[src/hw/rtl/ovn_pkg.sv]
// Shared constants and interface structs for the octave value noise block.
// No dependencies; imported by every module of the block.
package ovn_pkg;

    localparam int C_GRID_BITS  = 8;                      // grid is 2**C_GRID_BITS square
    localparam int C_ADDR_W     = 2 * C_GRID_BITS;        // row-major {row, column}
    localparam int C_PITCH_W    = C_GRID_BITS + 1;        // pitch up to the grid size
    localparam int C_SHIFT_W    = $clog2(C_GRID_BITS + 1);
    localparam int C_SEED_W     = 16;
    localparam int C_OCT_W      = 4;
    localparam int C_BIAS_W     = 16;
    localparam int C_SCALE_W    = 32;
    localparam int C_PROD_W     = C_SEED_W + C_SCALE_W;
    localparam int C_ACC_N_W    = C_PROD_W + C_OCT_W;     // up to 15 weighted octaves
    localparam int C_ACC_S_W    = C_SCALE_W + C_OCT_W;
    localparam int C_DIV_BITS_W = C_SCALE_W + 8;          // scale * 256
    localparam int C_DIV_CNT_W  = $clog2(C_DIV_BITS_W + 1);
    localparam int C_TERM_W     = C_SEED_W + C_GRID_BITS; // one interpolated row
    localparam int C_SUM_W      = C_SEED_W + C_ADDR_W;    // both rows, before the shift

    localparam logic [C_SCALE_W-1:0]   C_SCALE_ONE      = C_SCALE_W'(65536);
    localparam logic [C_OCT_W-1:0]     C_COUNT_RESET    = C_OCT_W'(8);
    localparam logic [C_BIAS_W-1:0]    C_BIAS_RESET     = C_BIAS_W'(512);
    localparam logic [C_DIV_CNT_W-1:0] C_SCALE_DIV_STEPS = C_DIV_CNT_W'(C_DIV_BITS_W);
    localparam logic [C_DIV_CNT_W-1:0] C_FIN_DIV_STEPS   = C_DIV_CNT_W'(C_SEED_W);

    typedef struct packed {
        logic                we;
        logic                re;
        logic [C_ADDR_W-1:0] addr;
        logic [C_SEED_W-1:0] wdata;
    } t_mem_req;

    typedef struct packed {
        logic                   start;
        logic [C_GRID_BITS-1:0] pos_x;
        logic [C_GRID_BITS-1:0] pos_y;
        logic [C_OCT_W-1:0]     oct;
    } t_oct_req;

    typedef struct packed {
        logic                done;
        logic [C_SEED_W-1:0] value;
    } t_oct_rsp;

    typedef struct packed {
        logic                    start;
        logic [C_ACC_S_W-1:0]    rem_init;  // must be below the divisor
        logic [C_DIV_BITS_W-1:0] bits;      // dividend bits, MSB first
        logic [C_DIV_CNT_W-1:0]  count;     // quotient bits to produce
        logic [C_ACC_S_W-1:0]    divisor;
    } t_div_req;

    typedef struct packed {
        logic                    done;
        logic [C_DIV_BITS_W-1:0] quot;
    } t_div_rsp;

endpackage

[src/hw/rtl/ovn_octave.sv]
// One octave: four corner reads from the seed table and bilinear interpolation.
// Depends on ovn_pkg; drives the read side of ovn_seed_ram through the top level.
module ovn_octave
    import ovn_pkg::*;
(
    input  logic                i_clk,
    input  logic                i_rst_n,
    input  t_oct_req            i_req,
    input  logic [C_SEED_W-1:0] i_rdata,
    output t_mem_req            o_mem,
    output t_oct_rsp            o_rsp
);

    typedef enum logic [2:0] {
        S_IDLE,
        S_RD,
        S_T,
        S_B,
        S_V,
        S_OUT
    } t_state;

    t_state                 r_state;
    logic [1:0]             r_rd_cnt;
    logic                   r_cap_en;
    logic [1:0]             r_cap_idx;
    logic [C_SEED_W-1:0]    r_seed [4];
    logic [C_SHIFT_W-1:0]   r_k;
    logic [C_PITCH_W-1:0]   r_p;
    logic [C_GRID_BITS-1:0] r_x1, r_x2, r_y1, r_y2, r_bx, r_by;
    logic [C_TERM_W-1:0]    r_t, r_b;
    logic [C_SUM_W-1:0]     r_sum;
    logic                   r_done;
    logic [C_SEED_W-1:0]    r_value;

    logic [C_SHIFT_W-1:0]   n_k;
    logic [C_PITCH_W-1:0]   n_p;
    logic [C_GRID_BITS-1:0] n_mask;
    logic [C_GRID_BITS-1:0] n_x1, n_y1;
    logic [C_PITCH_W-1:0]   n_pbx, n_pby;
    logic [C_TERM_W:0]      n_row;
    logic [C_SUM_W:0]       n_col;
    logic [C_ADDR_W-1:0]    n_addr;

    // pitch = grid >> oct, held at 1 once the shift passes the grid size
    always_comb begin
        if (i_req.oct >= C_OCT_W'(C_GRID_BITS)) begin
            n_k = '0;
        end else begin
            n_k = C_SHIFT_W'(C_GRID_BITS) - C_SHIFT_W'(i_req.oct);
        end
        n_p    = C_PITCH_W'(1) << n_k;
        n_mask = C_GRID_BITS'(n_p - C_PITCH_W'(1));
        n_x1   = i_req.pos_x & ~n_mask;
        n_y1   = i_req.pos_y & ~n_mask;
    end

    always_comb begin
        n_pbx = r_p - C_PITCH_W'(r_bx);
        n_pby = r_p - C_PITCH_W'(r_by);
        if (r_state == S_T) begin
            n_row = (C_TERM_W+1)'(n_pbx * r_seed[0]) + (C_TERM_W+1)'(r_bx * r_seed[1]);
        end else begin
            n_row = (C_TERM_W+1)'(n_pbx * r_seed[2]) + (C_TERM_W+1)'(r_bx * r_seed[3]);
        end
        n_col = (C_SUM_W+1)'(n_pby * r_t) + (C_SUM_W+1)'(r_by * r_b);
    end

    always_comb begin
        case (r_rd_cnt)
            2'd0:    n_addr = {r_y1, r_x1};
            2'd1:    n_addr = {r_y1, r_x2};
            2'd2:    n_addr = {r_y2, r_x1};
            default: n_addr = {r_y2, r_x2};
        endcase
    end

    assign o_mem.we    = 1'b0;
    assign o_mem.re    = (r_state == S_RD);
    assign o_mem.addr  = n_addr;
    assign o_mem.wdata = '0;

    always_ff @(posedge i_clk) begin
        if (r_cap_en) begin
            r_seed[r_cap_idx] <= i_rdata;
        end
    end

    always_ff @(posedge i_clk) begin
        if (!i_rst_n) begin
            r_state  <= S_IDLE;
            r_rd_cnt <= '0;
            r_cap_en <= 1'b0;
            r_done   <= 1'b0;
        end else begin
            r_done    <= (r_state == S_OUT);
            r_cap_en  <= (r_state == S_RD);
            r_cap_idx <= r_rd_cnt;
            unique case (r_state)
                S_IDLE: begin
                    if (i_req.start) begin
                        r_k      <= n_k;
                        r_p      <= n_p;
                        r_x1     <= n_x1;
                        r_y1     <= n_y1;
                        r_x2     <= C_GRID_BITS'(n_x1 + n_p);
                        r_y2     <= C_GRID_BITS'(n_y1 + n_p);
                        r_bx     <= i_req.pos_x & n_mask;
                        r_by     <= i_req.pos_y & n_mask;
                        r_rd_cnt <= '0;
                        r_state  <= S_RD;
                    end
                end
                S_RD: begin
                    r_rd_cnt <= r_rd_cnt + 2'd1;
                    if (r_rd_cnt == 2'd3) begin
                        r_state <= S_T;
                    end
                end
                S_T: begin
                    r_t     <= C_TERM_W'(n_row);
                    r_state <= S_B;
                end
                S_B: begin
                    r_b     <= C_TERM_W'(n_row);
                    r_state <= S_V;
                end
                S_V: begin
                    r_sum   <= C_SUM_W'(n_col);
                    r_state <= S_OUT;
                end
                S_OUT: begin
                    // divide by pitch squared: pitch is 2**k
                    r_value <= C_SEED_W'(r_sum >> {r_k, 1'b0});
                    r_state <= S_IDLE;
                end
                default: r_state <= S_IDLE;
            endcase
        end
    end

    assign o_rsp.done  = r_done;
    assign o_rsp.value = r_value;

endmodule

[config.mk]
export PLATFORM = sky130hd
export DESIGN_NAME = ovn_octave
export DESIGN_NICKNAME = d
export VERILOG_FILES = /design/src/hw/rtl/ovn_pkg.sv /design/src/hw/rtl/ovn_octave.sv
export SDC_FILE = /design/constraint.sdc
export NUM_CORES = 2
export LEC_CHECK = 0
export BUFFER_PORTS_ARGS = -buffer_cell sky130_fd_sc_hd__buf_2
export CAP_MARGIN = 25
export CELL_PAD_IN_SITES_DETAIL_PLACEMENT = 1
export CELL_PAD_IN_SITES_GLOBAL_PLACEMENT = 1
export CORE_ASPECT_RATIO = 1.4
export CORE_MARGIN = 3
export CORE_UTILIZATION = 52
export DETAILED_ROUTE_END_ITERATION = 10
export GPL_ROUTABILITY_DRIVEN = 0
export PLACE_DENSITY_LB_ADDON = 0.1
export SLEW_MARGIN = 10
export SYNTH_ARGS = -nofsm -noshare
export SYNTH_HDL_FRONTEND = slang
export SYNTH_SLANG_ARGS = --single-unit
export TNS_END_PERCENT = 10
[constraint.sdc]
create_clock -name i_clk -period 10.6 [get_ports i_clk]
set_input_delay 0.53 -clock i_clk [delete_from_list [all_inputs] [get_ports i_clk]]
set_output_delay 0.53 -clock i_clk [all_outputs]
set_load 0.1 [all_outputs]
* After elaboration in Yosys (flattened, before gate mapping)
Memories as Yosys holds them, arrays and structs flattened.
Index checks and enable logic that the tools add are counted.
Widths: inputs -> output; s select.
** Operators by class
- Mux-type cells :: 10
- Multiply operators :: 6
- Eq/ne operators :: 10
- $add $sub $neg :: 10
- Reduce and logical (&&, ||, !) cells :: 10
- Magnitude comparators :: 1
- Shifts and indexed selects :: 2
- Bitwise logic cells :: 5
** Operator list (number)
- $add 24x24->24 :: 2
- $mul 8x16->24 :: 2
- $mul 9x16->24 :: 2
- $pmux 16 s3 :: 1
- $add 32x32->32 :: 1
- $and 8x8->8 :: 4
- $mul 8x24->32 :: 1
- $mul 9x24->32 :: 1
- $shr 32x5->16 :: 1
- $mux 24 :: 1
- $sub 9x8->9 :: 2
- $add 8x8->8 :: 2
- $pmux 3 s5 :: 1
- $reduce_and 2->1 :: 6
- $shl 1x4->9 const A :: 1
- $not 8->8 :: 1
- $sub 8x1->8 const B :: 1
- $eq 3x2->1 const B :: 2
- $eq 3x3->1 const B :: 2
- $mux 3 :: 2
- $eq 2x2->1 const B :: 2
- $ge 4x4->1 const B :: 1
- $mux 4 :: 1
- $pmux 2 s2 :: 1
- other kinds (12) :: 13
** Storage, ports and cells
- Word-level logic and storage cells :: 72
- Memories :: 1
- Output and inout port bits :: 51
- Input bits :: 39
- Bits in writable memories :: 64
- Bits in registers :: 166
** Memory list
- r_seed :: words 4, bits a word 16, read ports 4, clocked after memory_dff 0, wr ports 1, line ovn_octave.sv:27 : logic [C_SEED_W-1:0] r_seed [4];

* Longest topological paths before layout
- Depth after elaboration :: 7
- Depth in mapped cells :: 33
- Depth with buffers taken out :: 31

* Least setup slack after synthesis
No wires, ideal clock.
- Kind :: flip-flop to flip-flop
- Start :: reg r_by[1]
- End :: reg r_sum[29], data pin
- Clock period less this slack :: 7.837 ns
- Stages on the path, launching flop included :: 32
- Path buffers :: 2
- Path slack :: 2.763 ns
- Arrival :: 7.575 ns
- Required time :: 10.338 ns
- Library setup time :: 0.262 ns
- Cells stage by stage :: edfxtp_1 > clkbuf_1 > inv_1 > ha_1 > nor2b_1 > o21ai_0 > a21boi_0 > o21a_1 > nor2_1 > o21bai_1 > a21oi_1 > buf_2 > mux2i_1 > fa_1 > inv_1 > fa_1 > fa_1 > inv_1 > fa_1 > fa_1 > inv_1 > fa_1 > inv_1 > ha_1 > or4_1 > a21oi_1 > o21ai_1 > a21oi_1 > o21ai_1 > a211oi_1 > a21oi_1 > xor2_1
** On the way
- Word-level cells in the longest chain between the ends :: 3
- Elaborated cells between the ends (all ways) :: 4
- Classes of those cells :: add/sub (2); mul (2)
** RTL lines
- start, declared :: line ovn_octave.sv:30 : logic [C_GRID_BITS-1:0] r_x1, r_x2, r_y1, r_y2, r_bx, r_by;
- start signal, assigned :: line ovn_octave.sv:109 : r_by <= i_req.pos_y & n_mask;
- $sub 9x8->9 :: line ovn_octave.sv:60 : n_pby = r_p - C_PITCH_W'(r_by);
- $mul 9x24->32 :: line ovn_octave.sv:66 : n_col = (C_SUM_W+1)'(n_pby * r_t) + (C_SUM_W+1)'(r_by * r_b);
- $add 32x32->32 * :: line ovn_octave.sv:66
- via n_col[29] :: line ovn_octave.sv:42 : logic [C_SUM_W:0] n_col;
- end signal, assigned :: line ovn_octave.sv:129 : r_sum <= C_SUM_W'(n_col);
- end, declared :: line ovn_octave.sv:32 : logic [C_SUM_W-1:0] r_sum;
Mark *: on every way through the listed nets, which the timed path passes. The rest lies on a longest branch.
A chain may end at the register's enable or synchronous reset.

* Final worst setup path
- Start :: reg r_bx[0]
- End :: reg r_b[23], data pin
** On the way
- Word-level cells in the longest chain between the ends :: 4
- Elaborated cells between the ends (all ways) :: 8
- Classes of those cells :: add/sub (3); mul (4); mux (1)
** RTL lines
- start, declared :: line ovn_octave.sv:30
- start signal, assigned :: line ovn_octave.sv:108 : r_bx <= i_req.pos_x & n_mask;
- $sub 9x8->9 :: line ovn_octave.sv:59 : n_pbx = r_p - C_PITCH_W'(r_bx);
- $mul 9x16->24 (on tied branches) :: line ovn_octave.sv:64, ovn_octave.sv:62
- $add 24x24->24 (on tied branches) :: line ovn_octave.sv:64, ovn_octave.sv:62
- $mux 24 * :: line ovn_octave.sv:61 : if (r_state == S_T) begin
- via n_row[23] :: line ovn_octave.sv:41 : logic [C_TERM_W:0] n_row;
- end signal, assigned :: line ovn_octave.sv:125 : r_b <= C_TERM_W'(n_row);
- end, declared :: line ovn_octave.sv:31 : logic [C_TERM_W-1:0] r_t, r_b;
Marks and branches as above.

==> reports/metrics.json <==
{
  "wl_mm": 123,
  "count_of_standard_cell_rows": 122,
  "worstSkewPairLatency_ps": 620,
  "globalRoute.busiestLayer": "met2",
  "post_drt_via_cell_ratio": 5.47,
  "synth_enable_flop_cells": 223,
  "groute.usage.overall": 0.307,
  "worst_path_max_delay_cell": "sky130_fd_sc_hd__a21oi_4",
  "run_status": "completed",
  "setup_viol": 0,
  "maxCapViolations": 0,
  "dp.final_hpwl_mm": 102,
  "r2r_cells": 31,
  "timing.critical_path.arrival_ps": 9180,
  "hold_slack_ps": 159,
  "synth_area_per_cell_um2": 9.48,
  "grt_use_met3": 0.0236,
  "largest_fanout_on_the_critical_path": 34,
  "detail_route.wl_per_cell_um": 22.7,
  "path_clk_slew_ps": 70,
  "grt_setup_unrepaired": "no",
  "initial_antenna_violation_count": 2,
  "clock.fmax_ghz": 0.113,
  "netlist-cell-type-count": 77,
  "fin_crit_sh": 0.838,
  "layout.cells.most_common": "sky130_fd_sc_hd__inv_1",
  "timing.critical_path.from_type": "flip-flop",
  "detail_route.iter0.violations": 1304,
  "yosysSeqAreaShare": 0.164,
  "std_cell_core_area_um2": 79200,
  "crit_path_max_incr_delay_ps": 560,
  "ys_seq_elements": 230,
  "global_route.usage.met2": 0.608,
  "detailedRoute.firstPassIterationCount": 5,
  "count_of_boundary_i_o_pins": 90,
  "fp.dieArea_um2": 83500,
  "cts_setup_buffers": 0,
  "total_global_routing_overflow": 0,
  "setup.worst_path.class": "flip-flop to flip-flop",
  "synth-warning-count": 0,
  "nets": 5444,
  "grt_pass1_wl_mm": 195,
  "h_tree_depth": 1,
  "groute.layer.met1.usage": 0.313,
  "timing.hold.worst.class": "primary input to flip-flop",
  "worst_pin_slew_ps": 1040,
  "required_ps": 10900,
  "tns_ps": 0,
  "antenna_violating_nets_left": 0,
  "netlist_area_um2": 41600,
  "layout_common_cells": "sky130_fd_sc_hd__inv_1 (1048), sky130_fd_sc_hd__fa_1 (785), sky130_fd_sc_hd__nand2_1 (540)",
  "die_height_um": 341,
  "fillCellCount": 8971,
  "cts_buffer_depth": 3,
  "timing.slew.headroom": 0.306,
  "tritoncts": "yes",
  "library_cell_appearing_most_often_on_the_critical_path": "sky130_fd_sc_hd__fa_1",
  "die_w_um": 245,
  "final_period_minus_worst_setup_slack_ps": 8880,
  "finalMaxSlewViolations": 0,
  "post_route_cells_drive_above_1_share": 0.0539,
  "cts_root_buf": "sky130_fd_sc_hd__clkbuf_16",
  "top_ff_cell_synth": "sky130_fd_sc_hd__edfxtp_1",
  "grt_start_max_net_pins": 65,
  "fin_skew_ps": 26.7,
  "final_hold_viol_count": 0,
  "postSynthCellCount": 4387,
  "utilization": 0.556,
  "initial_utilization": 0.525,
  "cts_resized": 0,
  "place.port_buffers": 72,
  "cts.sinks": 230,
  "tritoncts.num_buffers": 29,
  "timing.critical_path.to_type": "flip-flop",
  "dr_total_vias": 29708,
  "synth_async_sr_flop_share": 0,
  "areaGrowthSynthToFinish_pct": 5.83,
  "cts-hold-fix-buffers": 0,
  "drt_drc_violations_left": 0,
  "vias_in_the_first_global_route": 34756,
  "min_path_cells": 1
}
## cell type report
cell class                      count  area (µm²)  area share
Clock buffer                       41         821      0.0186
Clock inverter                     13         178     0.00404
Tap cell                         1054        1320      0.0300
Multi-Input combinational cell   2920       30200       0.685
Timing Repair Buffer              123         763      0.0173
Antenna cell                        1        2.50   0.0000568
Inverter                         1051        3950      0.0896
Sequential cell                   230        6840       0.155
## registers in the layout, summed over array words and instances, names as in the netlist, 8 cells and up
name and cells:
r_x2 8, r_y1 8, r_b 24, r_by 8, r_seed 64, r_t 24
r_x1 8, r_value 16, r_bx 8, r_sum 32, r_y2 8, r_p 9
## kinds of logic (layout without fill, tap and decap cells)
| kind of cell | Yosys count | in the layout | share of synthesized area |
|---|---|---|---|
| adder cells (fa/ha/maj) | 1050 | 1050 | 0.458 |
| AO/OA/AOI/OAI | 317 | 317 | 0.0491 |
| other | 1 | 18 | 0.0000902 |
| flip-flops | 230 | 230 | 0.164 |
| XOR/XNOR | 102 | 102 | 0.0217 |
| buffers and inverters | 1253 | 1228 | 0.115 |
| AND/OR/NAND/NOR | 1322 | 1322 | 0.162 |
| multiplexers | 112 | 112 | 0.0304 |
## stage by stage
step | instance area [µm²] | cells | worst slack, ps
global placement | 43000 | 5377 | 1890
floorplan | 41700 | 4403 | 2760
CTS | 44000 | 5431 | 1750
global route | 44000 | 5432 | 1170
finish | 44000 | 5433 | 1720
detailed placement | 43000 | 5377 | 1780
## layer usage
layer	part of all wire	vias up
li1	-	13038
met1	0.33	15697
met2	0.57	643
met3	0.028	330
met4	0.065	0
met5	0	-
## final timing paths
path         slack (ps)        start             to
max                1720      r_bx[0]        r_b[23]
min                 160  i_rdata[15]  r_seed[1][15]
min reg2reg         590  r_rd_cnt[1]   r_cap_idx[1]
max reg2reg        1720      r_bx[0]        r_b[23]
## critical path: cells and delay by family, from the launching register on
kind,cells,cell delay (ps)
simple gates,3,300
fa+ha+maj,8,3460
mux,2,380
xor+xnor,1,170
compound gates,10,2630
flops,1,350
buf+inv,7,1270
## synthesized netlist by cell type (all sizes together) (37+ instances only)
master  instances  area, µm²
inv          1050       3940
buf            57        294
xor2           37        332
o21ai          77        385
nand2b        160       1000
edfxtp        223       6700
nor2           90        338
nand2         540       2030
nor2b          54        338
ha            265       3320
xnor2          65        569
fa            785      15700
and2          393       2460
mux2i          77        771
a21oi          76        380
clkbuf        145        544
Power is not shown: default switching activity piles up to over one toggle a cycle in this logic, so the estimate is an artifact.
