$ cat src/hw/rtl/ovn_pkg.sv
// Shared constants and interface structs for the octave value noise block.
// No dependencies; imported by every module of the block.
package ovn_pkg;

    localparam int C_GRID_BITS  = 8;                      // grid is 2**C_GRID_BITS square
    localparam int C_ADDR_W     = 2 * C_GRID_BITS;        // row-major {row, column}
    localparam int C_PITCH_W    = C_GRID_BITS + 1;        // pitch up to the grid size
    localparam int C_SHIFT_W    = $clog2(C_GRID_BITS + 1);
    localparam int C_SEED_W     = 16;
    localparam int C_OCT_W      = 4;
    localparam int C_BIAS_W     = 16;
    localparam int C_SCALE_W    = 32;
    localparam int C_PROD_W     = C_SEED_W + C_SCALE_W;
    localparam int C_ACC_N_W    = C_PROD_W + C_OCT_W;     // up to 15 weighted octaves
    localparam int C_ACC_S_W    = C_SCALE_W + C_OCT_W;
    localparam int C_DIV_BITS_W = C_SCALE_W + 8;          // scale * 256
    localparam int C_DIV_CNT_W  = $clog2(C_DIV_BITS_W + 1);
    localparam int C_TERM_W     = C_SEED_W + C_GRID_BITS; // one interpolated row
    localparam int C_SUM_W      = C_SEED_W + C_ADDR_W;    // both rows, before the shift

    localparam logic [C_SCALE_W-1:0]   C_SCALE_ONE      = C_SCALE_W'(65536);
    localparam logic [C_OCT_W-1:0]     C_COUNT_RESET    = C_OCT_W'(8);
    localparam logic [C_BIAS_W-1:0]    C_BIAS_RESET     = C_BIAS_W'(512);
    localparam logic [C_DIV_CNT_W-1:0] C_SCALE_DIV_STEPS = C_DIV_CNT_W'(C_DIV_BITS_W);
    localparam logic [C_DIV_CNT_W-1:0] C_FIN_DIV_STEPS   = C_DIV_CNT_W'(C_SEED_W);

    typedef struct packed {
        logic                we;
        logic                re;
        logic [C_ADDR_W-1:0] addr;
        logic [C_SEED_W-1:0] wdata;
    } t_mem_req;

    typedef struct packed {
        logic                   start;
        logic [C_GRID_BITS-1:0] pos_x;
        logic [C_GRID_BITS-1:0] pos_y;
        logic [C_OCT_W-1:0]     oct;
    } t_oct_req;

    typedef struct packed {
        logic                done;
        logic [C_SEED_W-1:0] value;
    } t_oct_rsp;

    typedef struct packed {
        logic                    start;
        logic [C_ACC_S_W-1:0]    rem_init;  // must be below the divisor
        logic [C_DIV_BITS_W-1:0] bits;      // dividend bits, MSB first
        logic [C_DIV_CNT_W-1:0]  count;     // quotient bits to produce
        logic [C_ACC_S_W-1:0]    divisor;
    } t_div_req;

    typedef struct packed {
        logic                    done;
        logic [C_DIV_BITS_W-1:0] quot;
    } t_div_rsp;

endpackage

$ cat src/hw/rtl/ovn_divider.sv
// Shared restoring divider, one quotient bit per cycle.
// Depends on ovn_pkg. Used for the per-octave scale and the final normalize.
module ovn_divider
    import ovn_pkg::*;
(
    input  logic     i_clk,
    input  logic     i_rst_n,
    input  t_div_req i_req,
    output t_div_rsp o_rsp
);

    logic                    r_busy;
    logic                    r_done;
    logic [C_DIV_CNT_W-1:0]  r_cnt;
    logic [C_ACC_S_W-1:0]    r_rem;
    logic [C_DIV_BITS_W-1:0] r_bits;
    logic [C_DIV_BITS_W-1:0] r_quot;
    logic [C_ACC_S_W-1:0]    r_div;

    logic [C_ACC_S_W:0]      n_trial;
    logic [C_ACC_S_W+1:0]    n_diff;
    logic                    n_qbit;

    always_comb begin
        n_trial = {r_rem, r_bits[C_DIV_BITS_W-1]};
        n_diff  = {1'b0, n_trial} - {2'b00, r_div};
        n_qbit  = ~n_diff[C_ACC_S_W+1];
    end

    always_ff @(posedge i_clk) begin
        if (!i_rst_n) begin
            r_busy <= 1'b0;
            r_done <= 1'b0;
            r_cnt  <= '0;
        end else begin
            r_done <= !i_req.start && r_busy && (r_cnt == C_DIV_CNT_W'(1));
            if (i_req.start) begin
                r_busy <= 1'b1;
                r_cnt  <= i_req.count;
                r_rem  <= i_req.rem_init;
                r_bits <= i_req.bits;
                r_div  <= i_req.divisor;
                r_quot <= '0;
            end else if (r_busy) begin
                // remainder stays below the divisor, so it fits after the subtract
                r_rem  <= n_qbit ? n_diff[C_ACC_S_W-1:0] : n_trial[C_ACC_S_W-1:0];
                r_bits <= {r_bits[C_DIV_BITS_W-2:0], 1'b0};
                r_quot <= {r_quot[C_DIV_BITS_W-2:0], n_qbit};
                r_cnt  <= r_cnt - 1'b1;
                if (r_cnt == C_DIV_CNT_W'(1)) begin
                    r_busy <= 1'b0;
                end
            end
        end
    end

    assign o_rsp.done = r_done;
    assign o_rsp.quot = r_quot;

endmodule

$ cat config.mk
export PLATFORM = sky130hd
export DESIGN_NAME = ovn_divider
export DESIGN_NICKNAME = d
export VERILOG_FILES = /design/src/hw/rtl/ovn_pkg.sv /design/src/hw/rtl/ovn_divider.sv
export SDC_FILE = /design/constraint.sdc
export NUM_CORES = 1
export LEC_CHECK = 0
export BUFFER_PORTS_ARGS = -buffer_cell sky130_fd_sc_hd__buf_4
export CAP_MARGIN = 15
export CORE_ASPECT_RATIO = 1.4
export CORE_MARGIN = 2
export CORE_UTILIZATION = 60
export CTS_CLUSTER_SIZE = 10
export DETAILED_ROUTE_END_ITERATION = 10
export PLACE_DENSITY = 0.85
export SLEW_MARGIN = 25
export SYNTH_ARGS = -nofsm -noshare
export SYNTH_HDL_FRONTEND = slang
export SYNTH_SLANG_ARGS = --single-unit
$ cat constraint.sdc
create_clock -name i_clk -period 11.65 [get_ports i_clk]
set_clock_uncertainty 0.1 [all_clocks]
set_input_delay 0.5825 -clock i_clk [delete_from_list [all_inputs] [get_ports i_clk]]
set_output_delay 0.5825 -clock i_clk [all_outputs]
set_load 0.005 [all_outputs]
# Word-level counts from Yosys, hierarchy flattened
# Cells that the tools add are included.
# word_totals
output_inout_bits	41
in_bits	121
ff_bits	160
# classes
eq_ne	1
n_mux	11
n_reduce_logical	6
n_addsub	2
n_bitwise	1
# ops
operator	count
$mux W40	3
$mux W36	3
$sub A37 B36 Y38	1
$mux W6	2
$eq A6 B1 Y1 const B	1
$sub A6 B1 Y6 const B	1
$reduce_and A2 Y1	2
$mux W1	3
$logic_and A1 B1 Y1	2
$reduce_bool A2 Y1	1
$logic_not A1 Y1	1
$not A1 Y1	1

# Longest topological paths before layout
# Gate-level depths: netlist of run 1.
# logic_depth
word_depth	4
ltp_mapped	15
ltp_nobuf	13

# Worst setup path before layout of run 1
# OpenSTA, ideal clock, no wires.
# synth_path
kind	input port to flip-flop
startpoint	in i_req[118] (netlist name)
endpoint	reg r_bits[0] (enable)
arrival_ns	3.539
path_stages	2
n_path_buf	1
t_required_ns	11.065
slack_ns	7.526
path_cell_list	clkbuf_1 > o21a_1
# synth_via
elab_chain_len	2
# synth_lines
element	line	source
from (decl)	ovn_divider.sv:8	input t_div_req i_req,
$reduce_bool A2 Y1 (no line)	n/a	
$reduce_and A2 Y1 (no line)	n/a	
to (signal assigned)	ovn_divider.sv:41	r_bits <= i_req.bits;
to (signal assigned)	ovn_divider.sv:47	r_bits <= {r_bits[C_DIV_BITS_W-2:0], 1'b0};
to (decl)	ovn_divider.sv:16	logic [C_DIV_BITS_W-1:0] r_bits;
# No other way between the ends.
# A chain may end at the register's enable or synchronous reset.

# Worst setup path after layout of run 1
# layout_path
startpoint	reg r_rem[0]
endpoint	reg r_rem[14], data pin
# layout_via
elab_chain_len	4
# layout_lines
element	line	source
from (decl)	ovn_divider.sv:15	logic [C_ACC_S_W-1:0] r_rem;
from (signal assigned)	ovn_divider.sv:40	r_rem <= i_req.rem_init;
from (signal assigned)	ovn_divider.sv:46	r_rem <= n_qbit ? n_diff[C_ACC_S_W-1:0] : n_trial[C_ACC_S_W-1:0];
$sub A37 B36 Y38	ovn_divider.sv:26	n_diff = {1'b0, n_trial} - {2'b00, r_div};
$mux W36	ovn_divider.sv:46	
$mux W36	ovn_divider.sv:44	end else if (r_busy) begin
$mux W36	ovn_divider.sv:37	if (i_req.start) begin
# No other way between the ends. The select of a mux whose other input is x is not followed.

==> out/results.txt, run 1 <==
Summing internal, switching and leakage power gives 1648 µW. The average routed wire per standard cell came out at 17.63 µm. The pre-CTS setup slack is 7.906 ns. The highest cell delay on the worst timing path is 0.55 ns.

In this run the static leakage power is 0.004293 µW. The placed cell count is 1023, and the fraction of final layout cells sized beyond drive strength 1 is 31.61%. The final antenna-violating net count came out at 0. The most congested layer reported by global routing was met2. In this run the number of H-tree levels came out at 4. The share of the Yosys chip area taken by registers is 55.59%.

After synthesis, the share of flip-flops with an asynchronous set or reset is 0%. Summed over all instances, the cell type with the most area after synthesis is edfxtp_1. The first global-routing pass estimated 29470 µm of wire. The actual slew at the worst max-slew pin came out at 0.8565 ns. In the global route stage, met1 resource usage came out at 27.25%. For this configuration, the core starts out at a cell density of 61.09%. The setup path with the least slack is of type reg2reg. The tree built by TritonCTS fans out to 160 sinks.

The total number of nets in the final design was 1017. The most frequently used flop master after synthesis is edfxtp_1. The maximum achievable frequency is 0.2633 GHz. Global routing consumed, on the met2 layer, 44.93% of the routing resources. In this run, synthesis inferred 152 flip-flops with an integrated enable. The total nets after synthesis was 857; the area share of the largest cell type after synthesis was 53.71%. The layout overhead on the synthesized area was 23.16%. The tools report the total die area as 15140 µm². For the residual overflow from global routing, the log shows 0. TritonCTS built the clock tree. In this run the vertical extent of the chip is 144.8 µm. Setup repair after global routing left no endpoint under its margin. Routability-driven placement finished with a final weighted congestion of 0.9392. Cell depth of the worst min-delay path: 1. Clock-pin slew on the worst setup and hold paths: 0.07 ns. Sorting the synthesized cells by area gives the leading types as edfxtp_1 54%, mux2_2 7.7%, ha_1 5.6%, a21oi_1 3.5%, nor2b_1 3.3%. During synthesis, Yosys emitted a total of 0 warnings. For the required time reported for the critical path endpoint, the log shows 11.73 ns. The count of non-filler cells in the finished layout came out at 1055. The final count of hold timing violations came out at 0.

CTS placed an instance of clkbuf_16 at the clock tree root. The overall routed net length was 18600 µm; the minimum period implied by the final worst setup slack was 3.798 ns. For the final max-slew violation count, the log shows 0. For this run, the total global-route usage over all layers was measured as 24.87%. For this design the top-level I/O count stands at 162.

The tightest min-delay check is of the in2reg type. The total of max-cap violations was 0. The tools report the final setup TNS as 0 ns. The flow ran to the end, and the final reports show no timing, DRC or antenna violations. Row generation in the floorplan step produced 51 rows.

The core outline area is 13910 µm², and the mean area per synthesized cell is 12.19 µm². The floorplan step set the die width to 104.6 µm. The tools report the detailed placement HPWL as 12750 µm. The run gives 95 as the largest net degree at the start of global routing. Data on the critical path arrives at its endpoint at 3.87 ns. Dividing total power by cell area gives a power density of 157.5 nW/µm².

In this run, synthesis produced a sequential element count of 160. The tools report the number of global-route vias before repair as 6289. The total iterations of the first detailed-routing run was 5; the netlist area before placement was 8498 µm². The tools report the number of library cell types mapped by synthesis as 64.

Counting cells, the worst reg-to-reg path comes to 10. At the later pin of the worst-skew pair, clock insertion delay measures 0.43 ns. The detailed-route via count was 6018; the count of antenna diodes in the layout was 0. Gates resized during post-CTS repair numbered 0.

Synthesis produced a netlist whose cell count is 697. Final cycle utilization of the critical path: 32.60%. The cell occurring most often along the worst timing path was a21oi_1.

The number of setup buffers added after CTS is 0. After filler insertion, the fill cell instance count of the layout stands at 904. Traced cell by cell, the critical path runs through ha_1 -> nor2b_1 -> o2111ai_1 -> a211oi_1 -> o311ai_1 -> a21oi_1 -> o211ai_2 -> nand2_4 -> a21oi_1 -> mux2_2. Setup violations remaining at the end of the flow were counted as 0. In this run, the number of DRC markers left after iteration 0 of detailed routing was 263. In this run the worst path has a maximum fanout of 59. The startpoint type of the worst setup path is a flop.

Clock tree synthesis inserted a total of 17 buffers. The largest individual stage delay along the critical path comes from the cell nand2_4. The worst pin sits at a relative slew slack of 42.90%. Using the TritonRoute via totals, the vias-per-cell ratio works out to 5.704.

Input and output buffers added on the ports amount to 161. The routing usage on met3 is 7.971%, and the total DRC errors in the routed layout is 0. For the number of antenna violations at the first check in global routing, the log shows 0. The tools report the post-cts hold buffer count as 0.

The tools report the maximum vdd ir drop as 0.1106 mV. The least setup slack across all paths after layout was 7.852 ns. The worst setup path is captured at a flop.

The clock passes through at most 2 buffers.
## critical path, delay by kind of cell (launching register included)
kind,cells,cell delay [ns]
multiplexers,1,0.31
adder cells (fa/ha/maj),1,0.32
AND/OR/NAND/NOR,2,0.79
flip-flops,1,0.45
AO/OA/AOI/OAI,6,1.54
## layout by cell type, fill, tap and decap left out, types with 3 or more instances in the layout
master	instances
mux2i_1	7
nor4_1	3
a31oi_1	6
nor2b_1	45
o21a_1	3
edfxtp_1	152
dfxtp_1	8
bufinv_16	4
a221o_1	4
o21ai_0	18
nand2_1	29
nor2_1	50
nand4_1	3
buf_4	164
and3_1	3
clkbuf_16	17
and2_1	9
a211oi_1	4
and3_2	3
inv_6	5
o21bai_1	6
inv_1	46
ha_1	38
a21o_1	16
nor3b_1	4
nand3_1	10
mux2_2	58
nor3_1	12
a21oi_1	59
o21ai_1	3
xnor2_1	17
nand2b_1	5
xor2_1	16
## report_power, final
part	leakage, µW	switching [µW]	total [µW]	internal (µW)
clock network	0.000308	237	601	364
logic	0.00247	178	340	161
registers	0.00152	20.8	707	687
## cells by family (layout without fill, tap and decap cells)
kind of cell	count (synthesis)	in the layout	synth area share [%]
muxes	65	65	8.510
buffers and inverters	70	243	3.799
adders and majority gates	39	39	5.830
DFF	160	160	55.59
and+or+nand+nor	188	188	11.68
AOI/OAI and AO/OA	142	142	11.19
xor gates and xnor gates	33	33	3.401
## final timing paths
| path | from | to | slack (ns) |
|---|---|---|---|
| worst min register to register | r_bits[16]$_DFFE_PP_ | r_bits[17]$_DFFE_PP_ | 0.46 |
| worst max-delay path | r_rem[0]$_DFFE_PP_ | r_rem[14]$_DFFE_PP_ | 7.85 |
| worst min-delay path | i_req[21] | r_div[21]$_DFFE_PP_ | 0.22 |
| worst max register to register | r_rem[0]$_DFFE_PP_ | r_rem[14]$_DFFE_PP_ | 7.85 |
## registers in the layout, indices dropped and copies added (netlist names)
| name | cells |
|---|---|
| r_bits | 40 |
| r_rem | 36 |
| r_cnt | 6 |
| r_done | 1 |
| r_div | 36 |
| r_busy | 1 |
| r_quot | 40 |
## layout make-up
type | instances | area [µm²] | share of cell area (%)
timing repair buffer | 165 | 1242 | 11.87
tap | 185 | 231.5 | 2.212
clock inverter | 14 | 202.7 | 1.937
clock buffer | 18 | 429.2 | 4.100
sequential | 160 | 4725 | 45.14
inverter | 46 | 172.7 | 1.650
multi-input combinational | 467 | 3463 | 33.09
## stage by stage
step	cell area, µm²	util [%]	hold WS [ns]
after floorplan	8498	-	0.3956
after global placement	9826	70.63	0.4134
after detailed placement	9834	70.70	0.4409
after CTS	10470	75.24	0.2144
after global routing	10470	75.24	0.2111
final	10470	75.24	0.2237
## Yosys cell counts, types with 4 or more instances
| master | instances |
|---|---|
| edfxtp_1 | 152 |
| a21oi_1 | 59 |
| mux2_2 | 58 |
| nor2_1 | 50 |
| inv_1 | 46 |
| nor2b_1 | 45 |
| ha_1 | 38 |
| nand2_1 | 29 |
| o21ai_0 | 18 |
| xnor2_1 | 17 |
| a21o_1 | 16 |
| xor2_1 | 16 |
| clkbuf_1 | 13 |
| nor3_1 | 12 |
| nand3_1 | 10 |
| and2_1 | 9 |
| dfxtp_1 | 8 |
| mux2i_1 | 7 |
| a31oi_1 | 6 |
| o21bai_1 | 6 |
| nand2b_1 | 5 |
| a211oi_1 | 4 |
| a221o_1 | 4 |
| buf_2 | 4 |
| nor3b_1 | 4 |
| o21a_1 | 4 |
## routing by layer
metal	vias to the layer above	wire, µm	part of all wire (%)
met4	0	468	2.5
met1	2850	7029	38
met5	-	0	0
met3	44	1416	7.6
li1	2881	-	-
met2	243	9686	52
(Power assumes the default switching activity.)
==> inputs of run 2 (changes only) <==
--- a/config.mk
+++ b/config.mk
@@ -9,10 +9,10 @@
 export CAP_MARGIN = 15
 export CORE_ASPECT_RATIO = 1.4
 export CORE_MARGIN = 2
-export CORE_UTILIZATION = 60
+export CORE_UTILIZATION = 56
 export CTS_CLUSTER_SIZE = 10
 export DETAILED_ROUTE_END_ITERATION = 10
-export PLACE_DENSITY = 0.85
+export PLACE_DENSITY = 0.81
 export SLEW_MARGIN = 25
 export SYNTH_ARGS = -nofsm -noshare
 export SYNTH_HDL_FRONTEND = slang
==> constraint.sdc (replaced) <==
create_clock -name i_clk -period 3.9 [get_ports i_clk]
set_clock_uncertainty 0.1 [all_clocks]
set_input_delay 0.195 -clock i_clk [delete_from_list [all_inputs] [get_ports i_clk]]
set_output_delay 0.195 -clock i_clk [all_outputs]
set_load 0.005 [all_outputs]
==> out/results.txt, run 2 (same netlist as run 1, synthesis figures left out) <==
In the post-route analysis, the smallest setup slack over all paths is 0.2076 ns. The tools report the total routing usage reported by global routing as 27.29%. No sink is reached through more buffers than the 2 on the longest clock path. The number of port buffers was 161. In this run, the number of DRC markers left after iteration 0 of detailed routing was 348. The first global-routing pass estimated 33910 µm of wire. The area growth from synthesis to layout is 37.06%. For this design the top-level I/O count stands at 162. In the final routed layout, each cell accounts on average for 18.07 µm.

The worst path arrival time was 3.77 ns. Setup repair after global routing left no endpoint under its margin. The final max-slew violation count was 0; the clock-pin slew on the worst setup and hold paths was 0.07 ns.

Counting every sink on the clock net gives 160. The nature of the critical path endpoint is a flop. TritonCTS built the clock tree. The average via count per standard cell was 5.530.

The die covers 16190 µm². Routability-driven placement finished with a final weighted congestion of 0.9263. The number of global-route vias before repair was 7113. The run finished with clean final reports. The detailed placement HPWL was 13200 µm; the vertical die dimension was 149.8 µm. Summed over all layers, the routed wires come to 21330 µm.

The tools report the count of antenna diodes in the layout as 0. For the final count of hold timing violations, the log shows 0. The run gives 0 as the number of antenna violations at the first check in global routing. The cell depth of the worst min-delay path came out at 3. The type of the tightest min-delay check is in2reg. The residual overflow from global routing was 0. Hold repair after CTS inserted 112 buffers. For this run, design rule violations remaining after detail routing come to 0. The critical path is of the reg2reg type. The count of standard-cell rows was 53. The number of cells on the worst reg-to-reg path is 13, and the final cell utilization of the core is 78.06%. The final route contains 6525 vias. For the largest net degree at the start of global routing, the log shows 92.

Fraction of final layout cells sized beyond drive strength 1: 28.54%. The source of the worst register-to-register timing path was r_bits[39]$_DFFE_PP_. The net count of the finished layout is 1135.

The endpoint identified for the worst register-to-register timing path is r_rem[32]$_DFFE_PP_. The remaining max-slew budget at the tightest pin came out at 35.00%. In this run the most critical hold path is launched from i_req[86].

The run gives 56.96% as the initial standard-cell utilization of the core. The root buffer selected by CTS was clkbuf_16. The tools report the number of buffers created by CTS as 17.

Startpoint type of the worst setup path: a flop. Leaving out fill and tap cells, the most frequent cells in the layout are 169 x buf_4, 152 x edfxtp_1, 112 x dlygate4sd3_1. The actual slew at the worst max-slew pin was 0.9750 ns. The ratio of total power to cell area was 432.3 nW/µm²; the final antenna-violating net count was 0.

The floorplan step set the die width to 108.1 µm. The worst register-to-register path has a setup slack of 0.21 ns. For this design the static power due to leakage is 0.004798 µW.

The clock tree synthesis step divided the H-tree into 4 levels. The finished cells cover 11650 µm². The total iterations of the first detailed-routing run was 5.

Of the available clock period, the critical path in the final layout requires 94.68%. The count of non-filler cells in the finished layout came out at 1180. In this run, post-CTS repair resized a total of 0 instances. Static timing analysis puts the maximum clock frequency at 0.2708 GHz. The number of buffers inserted to repair setup after CTS is 0.

The run gives 0.2227 ns as the pre-CTS setup slack. The path with the worst hold slack has its endpoint at r_rem[4]$_DFFE_PP_. The minimum period implied by the final worst setup slack is 3.692 ns, and the area of placed instances is 9905 µm². Adding up every negative setup slack in the final design gives 0 ns. The placed cell count is 1036. The largest driver fanout on the critical path came out at 5. The core region is 14920 µm².

At the later pin of the worst-skew pair, clock insertion delay measures 0.44 ns. Leaving out fill and tap cells, the most frequent cell in the layout is buf_4. The largest registers in the layout are r_bits: 40 flops, r_quot: 40 flops. Setup violations remaining at the end of the flow were counted as 0.

Data on the critical path is required at its endpoint by 3.98 ns. The run gives 0 as the total of max-cap violations. The maximum vdd ir drop came out at 0.3842 mV.
-- run 2: changes by cell type in the layout (fill, tap and decap cells not counted), sizes merged --
| cell | delta |
|---|---|
| clkinv | -1 |
| dlygate4sd3 | +112 |
| inv | +2 |
| bufinv | -1 |
| buf | +6 |
-- run 2: area by class of cell --
cell class                      instances  area (µm²)
Clock buffer                           18       429.2
Clock inverter                         14       192.7
Fill cell                             865        3273
Inverter                               46       172.7
Multi-Input combinational cell        467        3458
Sequential cell                       160        4725
Tap cell                              192       240.2
Timing Repair Buffer                  283        2430
-- run 2: critical path: stages, from the launching register on --
cell      delay [ns]
edfxtp_1        0.35
inv_1           0.05
ha_1            0.22
fa_1            0.41
nand2b_1        0.19
a21oi_2         0.19
nor2_2          0.08
o32ai_4         0.33
a221oi_2        0.15
o41a_4          0.49
o31ai_2         0.30
a31oi_1         0.14
xnor2_1         0.14
a221o_1         0.31
-- run 2: layer usage --
metal	GRT usage, %	share of wire [%]
met1	29.87	38
met2	48.96	53
met3	6.707	6.5
met4	13.08	2.8
met5	0	0
-- run 2: metrics by stage --
step,total power [µW],hold slack (ns)
after floorplan,2856,0.1939
after global placement,3124,0.2728
after detailed placement,3161,0.2742
after CTS,5027,0.004247
after global routing,5239,0.02739
final,5035,0.01102
-- run 2: how the worst max path moves through the flow --
stage / startpoint / endpoint / slack [ns] / cells after the start
3_3_place_gp: r_bits[39]$_DFFE_PP_ / r_rem[32]$_DFFE_PP_ / 0.28 / 13
3_5_place_dp: r_bits[39]$_DFFE_PP_ / r_rem[32]$_DFFE_PP_ / 0.22 / 13
6_report: r_bits[39]$_DFFE_PP_ / r_rem[32]$_DFFE_PP_ / 0.21 / 13
2_1_floorplan: i_req[118] / r_bits[0]$_SDFFCE_PN0P_ / 0.16 / 2
4_1_cts: r_bits[39]$_DFFE_PP_ / r_rem[32]$_DFFE_PP_ / 0.21 / 13
5_1_grt: r_bits[39]$_DFFE_PP_ / r_rem[32]$_DFFE_PP_ / 0.00001 / 13
-- run 2: where the power goes --
group	internal, µW	switching (µW)	total, µW
logic	571	559	1130
registers	2050	64.4	2110
clock network	1030	756	1790
==> inputs of run 3 (changes only) <==
--- a/config.mk
+++ b/config.mk
@@ -13,6 +13,7 @@
 export CTS_CLUSTER_SIZE = 10
 export DETAILED_ROUTE_END_ITERATION = 10
 export PLACE_DENSITY = 0.81
+export RECOVER_POWER = 25
 export SLEW_MARGIN = 25
 export SYNTH_ARGS = -nofsm -noshare
 export SYNTH_HDL_FRONTEND = slang
==> out/results.txt, run 3 (same netlist as run 1, synthesis figures left out) <==
The type of the tightest min-delay check was in2reg. The tree is rooted in a clkbuf_16. The total of max-cap violations was 1.

Final hold analysis gives a worst-case slack of 0.01075 ns. Data on the critical path arrives at its endpoint at 3.77 ns. Once layout is complete, the utilization of the core stands at 77.64%. The die is 108.1 µm wide. Clock latency on the worst-skew pair, taken at its later pin, is 0.43 ns.

Relative to the synthesized area, the layout overhead comes to 36.32%. The endpoint of the worst hold-timing path is r_rem[4]$_DFFE_PP_. Global routing used 27.29% of the available tracks across all layers.

Input and output buffers added on the ports amount to 161. The logs give 0 for the final antenna-violating net count and 0 for the total DRC errors in the routed layout. The largest net degree at the start of global routing is 92, and the total die area is 16190 µm². The ratio of total power to cell area is 433.7 nW/µm², and the net switching power is 1377 µW. The area of placed instances is 9905 µm². Of all nets on the critical path, the largest fanout is 5. The post-cts hold buffer count was 112; the actual slew at the worst max-slew pin was 1.897 ns.

For this run the aggregate overflow at the end of global routing stands at 0. Summed over all cells, the static leakage comes to 0.004723 µW. Counting I/O delays and the setup requirement, the final critical path takes 3.689 ns. The global-route wire length before repair came out at 33910 µm. For flop-to-flop paths, the worst setup slack is 0.21 ns. The quantity of gates resized following cts came out at 0. The setup path with the least slack is of type reg2reg. The share of total power dissipated in the clock network is 35.6%.

In the detailed route, the total length drawn on met3 is 1267 µm. STA classifies the critical path startpoint as a flop. Count of antenna diodes in the layout: 0.

The run finished, with violations left. The total number of nets in the final design was 1135. For this block, wires on met1 add up to 8054 µm. The core outline area was 14920 µm²; the portion of total power attributed to sequential cells was 42.1%.

The clock tree synthesis step divided the H-tree into 4 levels. The maximum vdd ir drop is 0.3850 mV, and the required time reported for the critical path endpoint is 3.98 ns. The library cell used most frequently in the layout, excluding fill and tap cells, is edfxtp_1.

The maximum buffer depth of the clock tree is 2, and the overall routed net length is 21240 µm. The vertical die dimension is 149.8 µm, and the remaining max-slew budget at the tightest pin is -26.46%. The tools report the final setup TNS as 0 ns. Combinational cells account for 22.3% of the total power. TritonCTS built the clock tree. The tools report the number of antenna violations at the first check in global routing as 0. Counting cells, the worst reg-to-reg path comes to 13. Dividing the detail-routed via count by the number of cells gives 5.564. The switching portion of total power works out to 27.41%. The top routing layer in use is met4. The final cycle utilization of the critical path works out to 94.58%. Total iterations of the first detailed-routing run: 6.

The worst hold path passes through 3 cells. The library cells used most frequently in the layout, excluding fill and tap cells, are 152 x edfxtp_1, 112 x dlygate4sd3_1, 91 x buf_4. The final count of hold timing violations was 0. The endpoint identified for the worst register-to-register timing path is r_rem[32]$_DFFE_PP_. Row generation in the floorplan step produced 53 rows. The tools report the number of global-route vias before repair as 7113. Static timing analysis puts the maximum clock frequency at 0.2711 GHz. Setup repair after global routing left no endpoint under its margin. Counting every sink on the clock net gives 160. Clock tree synthesis inserted a total of 17 buffers.

The internal portion of the total power is 3647 µW. The detailed-route via count is 6566, and the detailed placement HPWL is 13200 µm. The final max-slew violation count came out at 92. The placed cell count came out at 1036. For this configuration, the core starts out at a cell density of 56.96%.

The largest registers in the layout are r_bits: 40 flops, r_quot: 40 flops. The final reports fail on max-capacitance violations, max-slew violations. The worst setup path is captured at a flop. Clock-pin slew was measured on the worst setup and hold paths at 0.07 ns. The fraction of final layout cells sized beyond drive strength 1 works out to 26.92%. Leaving out filler cells and counting taps, the final layout contains 1180.

The congestion estimate from routability-driven global placement came to 0.9263. The average routed wire per standard cell works out to 18.00 µm. The tools report the startpoint of the tightest hold check path as i_req[86].

The tools report the routed length on met2 as 11200 µm. After routing the design area is 11580 µm². The number of buffers inserted to repair setup after CTS came out at 0. Pin placement for this block handled 162 I/O pins. Violation count after the first detailed-route iteration: 345. The startpoint identified for the worst register-to-register timing path is r_bits[39]$_DFFE_PP_. Final count of negative-setup-slack endpoints: 0.
==> run 3: how the worst max path moves through the flow <==
stage	to	cells after the start	slack [ns]	start
2_1_floorplan	r_bits[0]$_SDFFCE_PN0P_	2	0.16	i_req[118]
3_3_place_gp	r_rem[32]$_DFFE_PP_	13	0.28	r_bits[39]$_DFFE_PP_
3_5_place_dp	r_rem[32]$_DFFE_PP_	13	0.22	r_bits[39]$_DFFE_PP_
4_1_cts	r_rem[32]$_DFFE_PP_	13	0.21	r_bits[39]$_DFFE_PP_
5_1_grt	r_rem[32]$_DFFE_PP_	13	0.00001	r_bits[39]$_DFFE_PP_
6_report	r_rem[32]$_DFFE_PP_	13	0.21	r_bits[39]$_DFFE_PP_
==> run 3: worst max-delay path: stages (launching register included) <==
cell	delay [ns]
edfxtp_1	0.35
inv_1	0.05
ha_1	0.22
fa_1	0.41
nand2b_1	0.19
a21oi_2	0.19
nor2_2	0.08
o32ai_4	0.33
a221oi_2	0.15
o41a_4	0.49
o31ai_2	0.30
a31oi_1	0.14
xnor2_1	0.14
a221o_1	0.31
==> run 3: power groups by stage <==
| stage | logic [µW] | clock network (µW) | registers [µW] |
|---|---|---|---|
| floorplan | 720 | 0 | 2140 |
| global placement | 985 | 0 | 2140 |
| detailed placement | 1020 | 0 | 2140 |
| CTS | 1120 | 1800 | 2110 |
| global route | 1240 | 1870 | 2120 |
| finish | 1120 | 1790 | 2110 |
==> run 3: per-stage QoR <==
stage,power (µW),worst slack (ns)
6_report,5024,0.2114
5_1_grt,5229,0.00001199
4_1_cts,5027,0.2055
3_5_place_dp,3161,0.2227
3_3_place_gp,3124,0.2837
2_1_floorplan,2856,0.1634
==> run 3: layer usage <==
| metal | vias to the layer above | track usage, % |
|---|---|---|
| li1 | 3111 | - |
| met1 | 3160 | 29.87 |
| met2 | 232 | 48.96 |
| met3 | 63 | 6.707 |
| met4 | 0 | 13.08 |
| met5 | - | 0 |
==> run 3: cell type report <==
| type | instances | area, µm² |
|---|---|---|
| clock inverters | 14 | 192.7 |
| inverters | 46 | 172.7 |
| repair buffers | 283 | 2367 |
| fillers | 885 | 3336 |
| flip-flops and latches | 160 | 4725 |
| clock buffers | 18 | 429.2 |
| multi-input cells | 467 | 3458 |
| well taps | 192 | 240.2 |
